## src/rtl/delhd_pkg.sv

```systemverilog
// ============================================================================
// delhd_pkg: shared types and constants
// Field types, configuration register indexes and flag bit positions for the
// debounced edge and long-hold detector.
// ============================================================================
package delhd_pkg;

    localparam int CHANNELS = 8;

    typedef logic [2:0]  chan_t;
    typedef logic [31:0] tick_t;
    typedef logic [4:0]  flags_t;
    typedef logic [7:0]  hist_t;
    typedef logic [7:0]  chan_mask_t;
    typedef logic [1:0]  cfg_idx_t;

    // Configuration register indexes
    localparam cfg_idx_t CFG_LONG_HOLD_TIME = 2'd0;
    localparam cfg_idx_t CFG_CHANNEL_ENABLE = 2'd1;

    localparam tick_t      LONG_HOLD_RESET = 32'd1000;
    localparam chan_mask_t ENABLE_RESET    = 8'hFF;

    // Flag bit positions within flags_t
    localparam int FLAG_HIGH      = 0;
    localparam int FLAG_LONG_HIGH = 1;
    localparam int FLAG_LONG_LOW  = 2;
    localparam int FLAG_RISING    = 3;
    localparam int FLAG_FALLING   = 4;

    // Sample history patterns
    localparam hist_t HIST_ALL_HIGH = 8'hFF;
    localparam hist_t HIST_ALL_LOW  = 8'h00;
    localparam hist_t HIST_RISE     = 8'h0F;
    localparam hist_t HIST_FALL     = 8'hF0;

endpackage

```

## src/rtl/debounce_edge_long_hold_detector.sv

```systemverilog
// ============================================================================
// debounce_edge_long_hold_detector
// Per-channel shift-register debouncer with sticky edge and long-hold flags.
// ============================================================================
//  channel  direction  handshake            payload
//  input    in         in_valid / in_stall  channel, level, now_time, clear_flags
//  result   out        out_valid/ out_stall out_channel, is_high, long_high,
//                                           long_low, rising_seen, falling_seen
//  config   in         cfg_valid/ cfg_ready cfg_index, cfg_data
//
// One sample is accepted per cycle unless the input is stalled. The accepting
// edge loads the input register; the result register is loaded from it when it
// is empty or its result is not stalled, and offers the result to the output.
// The channel state is updated at the edge that loads the result register,
// so a following sample of the same channel sees it without forwarding.
// Reset clears all channel state and restores the configuration defaults.
// A stalled result holds the pipeline; input stall rises only then.
module debounce_edge_long_hold_detector
(
    input  logic                clk,
    input  logic                rst_n,

    input  logic                in_valid,
    output logic                in_stall,
    input  delhd_pkg::chan_t    channel,
    input  logic                level,
    input  delhd_pkg::tick_t    now_time,
    input  delhd_pkg::flags_t   clear_flags,

    output logic                out_valid,
    input  logic                out_stall,
    output delhd_pkg::chan_t    out_channel,
    output logic                is_high,
    output logic                long_high,
    output logic                long_low,
    output logic                rising_seen,
    output logic                falling_seen,

    input  logic                cfg_valid,
    output logic                cfg_ready,
    input  delhd_pkg::cfg_idx_t cfg_index,
    input  delhd_pkg::tick_t    cfg_data
);
    import delhd_pkg::*;

    // Configuration
    tick_t      long_hold_reg;
    chan_mask_t enable_reg;

    // Input register
    logic   s1_valid_reg;
    chan_t  s1_chan_reg;
    logic   s1_level_reg;
    tick_t  s1_now_reg;
    flags_t s1_clear_reg;

    // Result register
    logic   res_valid_reg;
    chan_t  res_chan_reg;
    flags_t res_flags_reg;
    flags_t res_flags_next;

    // Channel state
    hist_t  hist_reg  [CHANNELS];
    tick_t  rise_reg  [CHANNELS];
    tick_t  fall_reg  [CHANNELS];
    flags_t flags_reg [CHANNELS];

    hist_t  hist_next;
    tick_t  rise_next;
    tick_t  fall_next;
    flags_t flags_next;

    logic   advance;
    logic   in_range;
    logic   enabled;
    logic   do_update;
    tick_t  rise_limit;
    tick_t  fall_limit;

    assign cfg_ready = 1'b1;
    assign advance   = !res_valid_reg || !out_stall;
    assign in_stall  = s1_valid_reg && !advance;

    always_ff @(posedge clk or negedge rst_n)
    begin
        if (!rst_n)
        begin
            long_hold_reg <= LONG_HOLD_RESET;
            enable_reg    <= ENABLE_RESET;
        end
        else if (cfg_valid && cfg_ready)
        begin
            case (cfg_index)
                CFG_LONG_HOLD_TIME: long_hold_reg <= cfg_data;
                CFG_CHANNEL_ENABLE: enable_reg    <= cfg_data[7:0];
                default:            ;
            endcase
        end
    end

    always_ff @(posedge clk or negedge rst_n)
    begin
        if (!rst_n)
        begin
            s1_valid_reg <= 1'b0;
        end
        else if (!in_stall)
        begin
            s1_valid_reg <= in_valid;
        end
    end

    always_ff @(posedge clk)
    begin
        if (in_valid && !in_stall)
        begin
            s1_chan_reg  <= channel;
            s1_level_reg <= level;
            s1_now_reg   <= now_time;
            s1_clear_reg <= clear_flags;
        end
    end

    assign in_range   = 32'(s1_chan_reg) < CHANNELS;
    assign enabled    = enable_reg[s1_chan_reg];
    assign do_update  = s1_valid_reg && advance && in_range && enabled;
    assign rise_limit = rise_reg[s1_chan_reg] + long_hold_reg;
    assign fall_limit = fall_reg[s1_chan_reg] + long_hold_reg;

    always_comb
    begin
        hist_next  = {hist_reg[s1_chan_reg][6:0], s1_level_reg};
        rise_next  = rise_reg[s1_chan_reg];
        fall_next  = fall_reg[s1_chan_reg];
        flags_next = flags_reg[s1_chan_reg] & ~s1_clear_reg;

        case (hist_next)
            HIST_ALL_HIGH:
            begin
                flags_next[FLAG_HIGH] = 1'b1;
                if (s1_now_reg >= rise_limit)
                begin
                    flags_next[FLAG_LONG_HIGH] = 1'b1;
                    rise_next                  = '0;
                end
            end
            HIST_ALL_LOW:
            begin
                flags_next[FLAG_HIGH] = 1'b0;
                if (s1_now_reg >= fall_limit)
                begin
                    flags_next[FLAG_LONG_LOW] = 1'b1;
                    fall_next                 = '0;
                end
            end
            HIST_RISE:
            begin
                flags_next[FLAG_RISING] = 1'b1;
                rise_next               = s1_now_reg;
            end
            HIST_FALL:
            begin
                flags_next[FLAG_FALLING] = 1'b1;
                fall_next                = s1_now_reg;
            end
            default: ;
        endcase

        // Disabled channels report their stored flags; absent ones report none.
        if (!in_range)
            res_flags_next = '0;
        else if (!enabled)
            res_flags_next = flags_reg[s1_chan_reg];
        else
            res_flags_next = flags_next;
    end

    always_ff @(posedge clk or negedge rst_n)
    begin
        if (!rst_n)
        begin
            for (int i = 0; i < CHANNELS; i++)
            begin
                hist_reg[i]  <= '0;
                rise_reg[i]  <= '0;
                fall_reg[i]  <= '0;
                flags_reg[i] <= '0;
            end
        end
        else if (do_update)
        begin
            hist_reg[s1_chan_reg]  <= hist_next;
            rise_reg[s1_chan_reg]  <= rise_next;
            fall_reg[s1_chan_reg]  <= fall_next;
            flags_reg[s1_chan_reg] <= flags_next;
        end
    end

    always_ff @(posedge clk or negedge rst_n)
    begin
        if (!rst_n)
        begin
            res_valid_reg <= 1'b0;
        end
        else if (advance)
        begin
            res_valid_reg <= s1_valid_reg;
        end
    end

    always_ff @(posedge clk)
    begin
        if (advance && s1_valid_reg)
        begin
            res_chan_reg  <= s1_chan_reg;
            res_flags_reg <= res_flags_next;
        end
    end

    assign out_valid    = res_valid_reg;
    assign out_channel  = res_chan_reg;
    assign is_high      = res_flags_reg[FLAG_HIGH];
    assign long_high    = res_flags_reg[FLAG_LONG_HIGH];
    assign long_low     = res_flags_reg[FLAG_LONG_LOW];
    assign rising_seen  = res_flags_reg[FLAG_RISING];
    assign falling_seen = res_flags_reg[FLAG_FALLING];

endmodule

```

## config.mk

```make
export PLATFORM = sky130hd
export DESIGN_NAME = debounce_edge_long_hold_detector
export DESIGN_NICKNAME = d
export VERILOG_FILES = /design/src/rtl/delhd_pkg.sv /design/src/rtl/debounce_edge_long_hold_detector.sv
export SDC_FILE = /design/constraint.sdc
export NUM_CORES = 1
export LEC_CHECK = 0
export ABC_AREA = 1
export BUFFER_PORTS_ARGS = -buffer_cell sky130_fd_sc_hd__buf_4
export CAP_MARGIN = 20
export CORE_UTILIZATION = 60
export CTS_CLUSTER_DIAMETER = 50
export CTS_CLUSTER_SIZE = 12
export DETAILED_ROUTE_END_ITERATION = 10
export PLACE_DENSITY = 0.81
export SLEW_MARGIN = 10
export SYNTH_ARGS = -nofsm -noshare
export SYNTH_HDL_FRONTEND = slang
export SYNTH_SLANG_ARGS = --single-unit
```

## constraint.sdc

```tcl
create_clock -name clk -period 6.45 [get_ports clk]
set_clock_uncertainty 0.1 [all_clocks]
set_input_delay 1.29 -clock clk [delete_from_list [all_inputs] [get_ports clk]]
set_output_delay 1.29 -clock clk [all_outputs]
set_load 0.03 [all_outputs]
```

# Yosys cells after proc, flatten, opt, wreduce, memory -nomap -nowiden
# Cells that the tools add are included.
op_classes:
  add_sub_neg: 2
  n_mul: 0
  div: 0
  magnitude_cmp: 5
  eq_ne: 4
  n_shift: 0
  muxes: 36
  bitwise_logic: 3
  n_reduce_logical: 14
ops:
  columns: ["op", "n"]
  rows:
  - ["bitwise mux 256 bit", 2]
  - ["two-way mux 32 bit", 7]
  - ["binary-select mux 32 bit (select 3 bit)", 2]
  - ["one-hot mux 32 bit (2 select lines)", 2]
  - ["demux 32 bit (select 3 bit)", 1]
  - ["adder 32 bit", 2]
  - ["bitwise mux 64 bit", 1]
  - ["greater-or-equal comparator 32 bit", 2]
  - ["bitwise mux 40 bit", 1]
  - ["binary-select mux 8 bit (select 3 bit)", 1]
  - ["demux 8 bit (select 3 bit)", 1]
  - ["two-way mux 5 bit", 4]
  - ["equality test 8 bit, second input constant", 2]
  - ["binary-select mux 5 bit (select 3 bit)", 1]
  - ["demux 5 bit (select 3 bit)", 1]
  - ["two-way mux 7 bit", 2]
  - ["equality test 8 x 4 -> 1 bit, second input constant", 1]
  - ["zero test 8 bit", 1]
  - ["two-way mux 8 bit", 1]
  - ["two-way mux 1 bit", 7]
  - ["bitwise AND 5 bit", 1]
  - ["logical AND 1 bit", 5]
  - ["inverter 5 bit", 1]
  - ["greater-or-equal comparator 4 bit, second input constant", 1]
  - ["other kinds (10)", 14]
word_totals:
  ff_bits: 707
  latchBits: 0
  ram_bits: 0
  mem_bits_ro: 0
  inputBits: 80
  out_inout_bits: 11
  wordCells: 106
  mem_count: 0

# Depth between registers and ports, before layout
depth:
  word_depth: 9
  mapped_depth: 34
  mapped_depth_nobuf: 31

# Worst setup path after synthesis
# Ideal clock, no wire load.
synth_timing:
  kind: "reg-to-reg"
  startpoint: "register s1_chan_reg[1]"
  endpoint: "register res_flags_reg[2], data pin"
  setup_time_ps: 252
  t_arrival_ps: 4565
  required_time_ps: 6098
  slack_ps: 1533
  path_stages_with_launch: 30
  n_path_buf: 3
  period_less_slack_ps: 4917
  path_cell_list: "edfxtp_1 inv_2 nand3_2 inv_2 buf_2 buf_1 nand2_1 nand4_1 ha_1 inv_1 fa_1 o21ai_0 a21oi_1 o21bai_1 a21oi_1 inv_1 nand3_1 nand3_1 nand2_1 ha_1 nand2_1 nor2_1 nand4_1 a21oi_1 nor2_1 clkbuf_1 nand2_1 o2bb2ai_2 nand2_1 nand2_1"
synth_via:
  elab_chain_cells: 9
  elab_cells_between_ends: 19
  cone_classes: "1 x add/sub; 1 x order compare; 14 x mux; 2 x bitwise; 1 x reduce/logical"
synth_lines:
  columns: ["element", "line_no", "source"]
  rows:
  - ["start: declaration", "debounce_edge_long_hold_detector.sv:52", "chan_t s1_chan_reg;"]
  - ["start signal: assignment", "debounce_edge_long_hold_detector.sv:118", "s1_chan_reg <= channel;"]
  - ["inverter 3 -> 4 bit (implied by the code)", null, null]
  - ["binary-select mux 32 bit (select 3 bit)", "debounce_edge_long_hold_detector.sv:129", "assign fall_limit = fall_reg[s1_chan_reg] + long_hold_reg;"]
  - ["two-way mux 32 bit (implied by the code) (2 in series)", "debounce_edge_long_hold_detector.sv:129", null]
  - ["adder 32 bit", "debounce_edge_long_hold_detector.sv:129", null]
  - ["greater-or-equal comparator 32 bit", "debounce_edge_long_hold_detector.sv:151", "if (s1_now_reg >= fall_limit)"]
  - ["two-way mux 1 bit", "debounce_edge_long_hold_detector.sv:151", null]
  - ["two-way mux 1 bit", "debounce_edge_long_hold_detector.sv:138", "case (hist_next)"]
  - ["two-way mux 5 bit *", "debounce_edge_long_hold_detector.sv:173", "else if (!enabled)"]
  - ["named net res_flags_next[2]", "debounce_edge_long_hold_detector.sv:61", "flags_t res_flags_next;"]
  - ["end signal: assignment", "debounce_edge_long_hold_detector.sv:217", "res_flags_reg <= res_flags_next;"]
  - ["end: declaration", "debounce_edge_long_hold_detector.sv:60", "flags_t res_flags_reg;"]
# The timed path passes the listed nets; every way through them passes the cells marked *. The select of a mux whose other input is x is not followed.
# A chain may end at the register's enable or synchronous reset.

# Final worst setup path
layout_timing:
  startpoint: "register s1_chan_reg[2]"
  endpoint: "register res_flags_reg[2], data pin"
# Same word-level chain as after synthesis.

==> key figures <==
Timing
  • Final Hold Vio Count: 0
  • Slew Limit Fails: 0
  • Slew margin rel.: 0.2341
  • Setup TNS: 0 ns
  • Slew of the pin with the lowest slew margin: 1.149 ns
  • Final period utilization: 0.9577
  • F_max: 0.1619 GHz
  • Min cycle time layout: 6.177 ns
  • RSZ-0062 raised after global routing: false
  • Setup Viol. Count Final: 0

Drt
  • Via count: 34.11k
  • # DRC: 0
  • Starting DRT DRC Count: 4775
  • Final wirelength: 124000 µm
  • DRT antenna net count: 0
  • DR pass1 iterations: 6
  • Drt wl/cell: 22.58 µm
  • Vias per cell: 6.214

Layout
  • Area Overhead vs Synth: 10.20%
  • Nets: 4880
  • Final Util: 0.6751
  • FILL cells: 4723
  • Share of cells above drive strength 1: 0.09290
  • Non-Filler Instances: 5489

Global routing
  • Pin count of the biggest net entering global routing: 154
  • Grt ovf: 0
  • Gr usage total: 0.3999
  • Global-route wire length before repair: 190600 µm
  • Vias in the first global route: 33.49k
  • Antenna violations before repair: 2

Setup path
  • CP Class: flip-flop to flip-flop
  • FF-to-FF Start: s1_chan_reg[2]$_DFFE_PP_
  • R2r setup slk: 0.27 ns
  • Worst setup EP type: flip-flop
  • CP Data Arrival Time: 6.47 ns
  • Biggest fanout along the worst timing path: 33
  • Startpoint Class: flip-flop
  • CP Data Required Time: 6.74 ns
  • R2R depth: 26
  • Worst r2r dst: res_flags_reg[2]$_DFFE_PP_

Yosys
  • Yosys cell types: 50
  • Net Count, Synth: 4865
  • Post-synth EDFFs: 49
  • Mean post-synth cell area: 7.822 µm²
  • Sequential share of the synthesized area: 0.4874
  • Synth area leaders: dfrtp_1 (44%), nand2_1 (25%), ha_1 (4.3%)
  • Area leader, netlist: dfrtp_1
  • Number of synthesized register bits: 699
  • Yosys top cell area share: 0.4369
  • Cell Area, Synth: 0.03643 mm²
  • Synth Warn #: 0
  • Synth Instances: 4657
  • Post-synth top flop: dfrtp_1
  • Asr flop ratio synth: 0.9299

Run status
  • Outcome: finished, final reports clean

Run
  • Max-cap violations: 0

Floorplanning
  • Num rows: 89
  • Area of the core: 0.05946 mm²
  • Initial Util: 0.6126
  • Die width: 248.4 µm
  • Ports: 91
  • Die H: 248.4 µm
  • Die Footprint: 0.06171 mm²

Power and ir drop
  • Pwr per Cell Area: 252.6 mW/mm²
  • Sw Share: 0.2798
  • Internal Power: 7.302 mW
  • Worst vdd ir: 0.0001792 V
  • Leakage power: 21.45 nW
  • Net switching power: 2.837 mW
  • Combinational Power Share: 0.119
  • Seq pwr share: 0.463
  • Clock power share: 0.418

Clocking
  • Post-CTS Hold Fix Bufs: 0
  • Clk slew on worst S/H paths: 0.06 ns
  • Max clock buf depth: 3
  • CTS Buf Count: 75
  • Clock sink total: 699
  • CTS tree: built
  • H-tree levels: 3
  • CTS root buf: clkbuf_16
  • Clock Latency Late Sink: 0.64 ns

Placed design
  • Dpl cells: 5367
  • DP HPWL: 74370 µm
  • Routability Congestion: 1.013
  • Port bufs: 89

Min path
  • Worst hold endpoint: rise_reg[150]$_DFFE_PN0P_
  • Hold_sp: rise_reg[150]$_DFFE_PN0P_
  • Hold path cells: 2
  • HP Class: flip-flop to flip-flop
area by class of cell:
cell class | instances | area, µm² | share of cell area
tap | 773 | 967.2 | 0.02409
clock inverter | 19 | 237.7 | 0.005922
antenna | 1 | 2.502 | 0.00006233
multi-input combinational | 3565 | 17050 | 0.4248
clock buffer | 101 | 2078 | 0.05177
sequential | 699 | 17750 | 0.4423
inverter | 164 | 620.6 | 0.01546
timing repair buffer | 167 | 1431 | 0.03566
cells in the final DEF (no fill, tap or decap), types with 28 or more instances in the layout:
master / netlist / layout
nand2_1: 2445 / 2444
buf_4: 18 / 153
clkbuf_16: 0 / 78
inv_1: 143 / 140
edfxtp_1: 49 / 49
ha_1: 126 / 126
dfrtp_1: 636 / 636
nand4_1: 93 / 93
xnor2_1: 28 / 28
nor2_1: 133 / 132
a22oi_1: 78 / 78
nand3_2: 56 / 51
nand2_2: 35 / 36
a21oi_1: 139 / 136
o21ai_0: 137 / 137
nand3_1: 98 / 95
worst max-delay path by stage:
stage | from | to | slack (ns) | cells past startpoint
global route | s1_chan_reg[0]$_DFFE_PP_ | rise_reg[96]$_DFFE_PN0P_ | 0.07 | 30
floorplan | s1_chan_reg[1]$_DFFE_PP_ | res_flags_reg[2]$_DFFE_PP_ | 1.53 | 29
CTS | s1_chan_reg[2]$_DFFE_PP_ | rise_reg[248]$_DFFE_PN0P_ | 0.36 | 30
global placement | s1_chan_reg[0]$_DFFE_PP_ | res_flags_reg[1]$_DFFE_PP_ | 0.45 | 26
detailed placement | s1_chan_reg[2]$_DFFE_PP_ | rise_reg[248]$_DFFE_PN0P_ | 0.38 | 30
finish | s1_chan_reg[2]$_DFFE_PP_ | res_flags_reg[2]$_DFFE_PP_ | 0.27 | 26
power by group through the flow:
stage,Combinational [mW],Sequential (mW),Clock [mW]
global placement,1.13,4.76,0
detailed placement,1.15,4.76,0
global route,1.30,4.70,4.40
finish,1.20,4.70,4.24
floorplan,0.684,4.71,0
CTS,1.16,4.69,4.23
logic make-up (layout without fill, tap and decap cells):
family | after synthesis | in the layout | synth area share
mux | 23 | 23 | 0.007110
xor+xnor | 50 | 50 | 0.01202
simple gates | 2903 | 2903 | 0.3247
buf+inv | 393 | 451 | 0.04723
fa+ha+maj | 128 | 128 | 0.04438
other cells | 1 | 2 | 0.0001029
flops | 699 | 699 | 0.4874
compound gates | 460 | 460 | 0.07707
repair_timing:
item                                    CTS  global route
setup buffers                             0             0
endpoints found under the setup margin    0            86
gates resized for setup                   0             5
metrics by stage:
stage,area [µm²],setup slack [ns],power (mW),hold WS [ns]
final,40140,0.2731,10.14,0.3780
after global placement,37790,0.4507,5.892,0.3612
after global routing,40140,0.07270,10.40,0.3908
after floorplan,36430,1.533,5.393,0.3277
after CTS,40100,0.3617,10.07,0.3803
after detailed placement,37790,0.3785,5.914,0.3647
cells in the mapped netlist (35+ instances only):
master and n:
nand2_2 35, inv_1 143, edfxtp_1 49, nand3_1 98
buf_2 104, clkbuf_1 79, nand3_2 56, nand2_1 2445
o21ai_0 137, nor2_1 133, dfrtp_1 636, nand4_1 93
a22oi_1 78, a21oi_1 139, ha_1 126
per-layer routing:
metal,up-vias,track usage,part of all wire
met4,4,0.2160,0.056
met1,16145,0.5144,0.36
met2,2428,0.6027,0.43
met3,538,0.1274,0.14
li1,14991,-,-
met5,-,0.009266,0.00077
worst max-delay path: stages, from the launching register on:
cell	delay (ns)
edfxtp_1	0.51
inv_2	0.22
nand3_1	0.19
inv_2	0.41
buf_4	0.52
a21oi_1	0.16
nand4_1	0.32
ha_1	0.37
nand2_1	0.15
inv_1	0.05
a21oi_1	0.23
a21boi_0	0.32
nand3_1	0.26
nand2_1	0.11
nand2_1	0.06
xnor2_1	0.16
ha_1	0.25
nand2_1	0.08
o21ai_0	0.12
nand2_1	0.08
o211ai_1	0.10
nor2_2	0.10
buf_4	0.48
nand2_1	0.13
o2bb2ai_2	0.23
nand2_1	0.09
nand2_1	0.06
(Power assumes the default switching activity.)
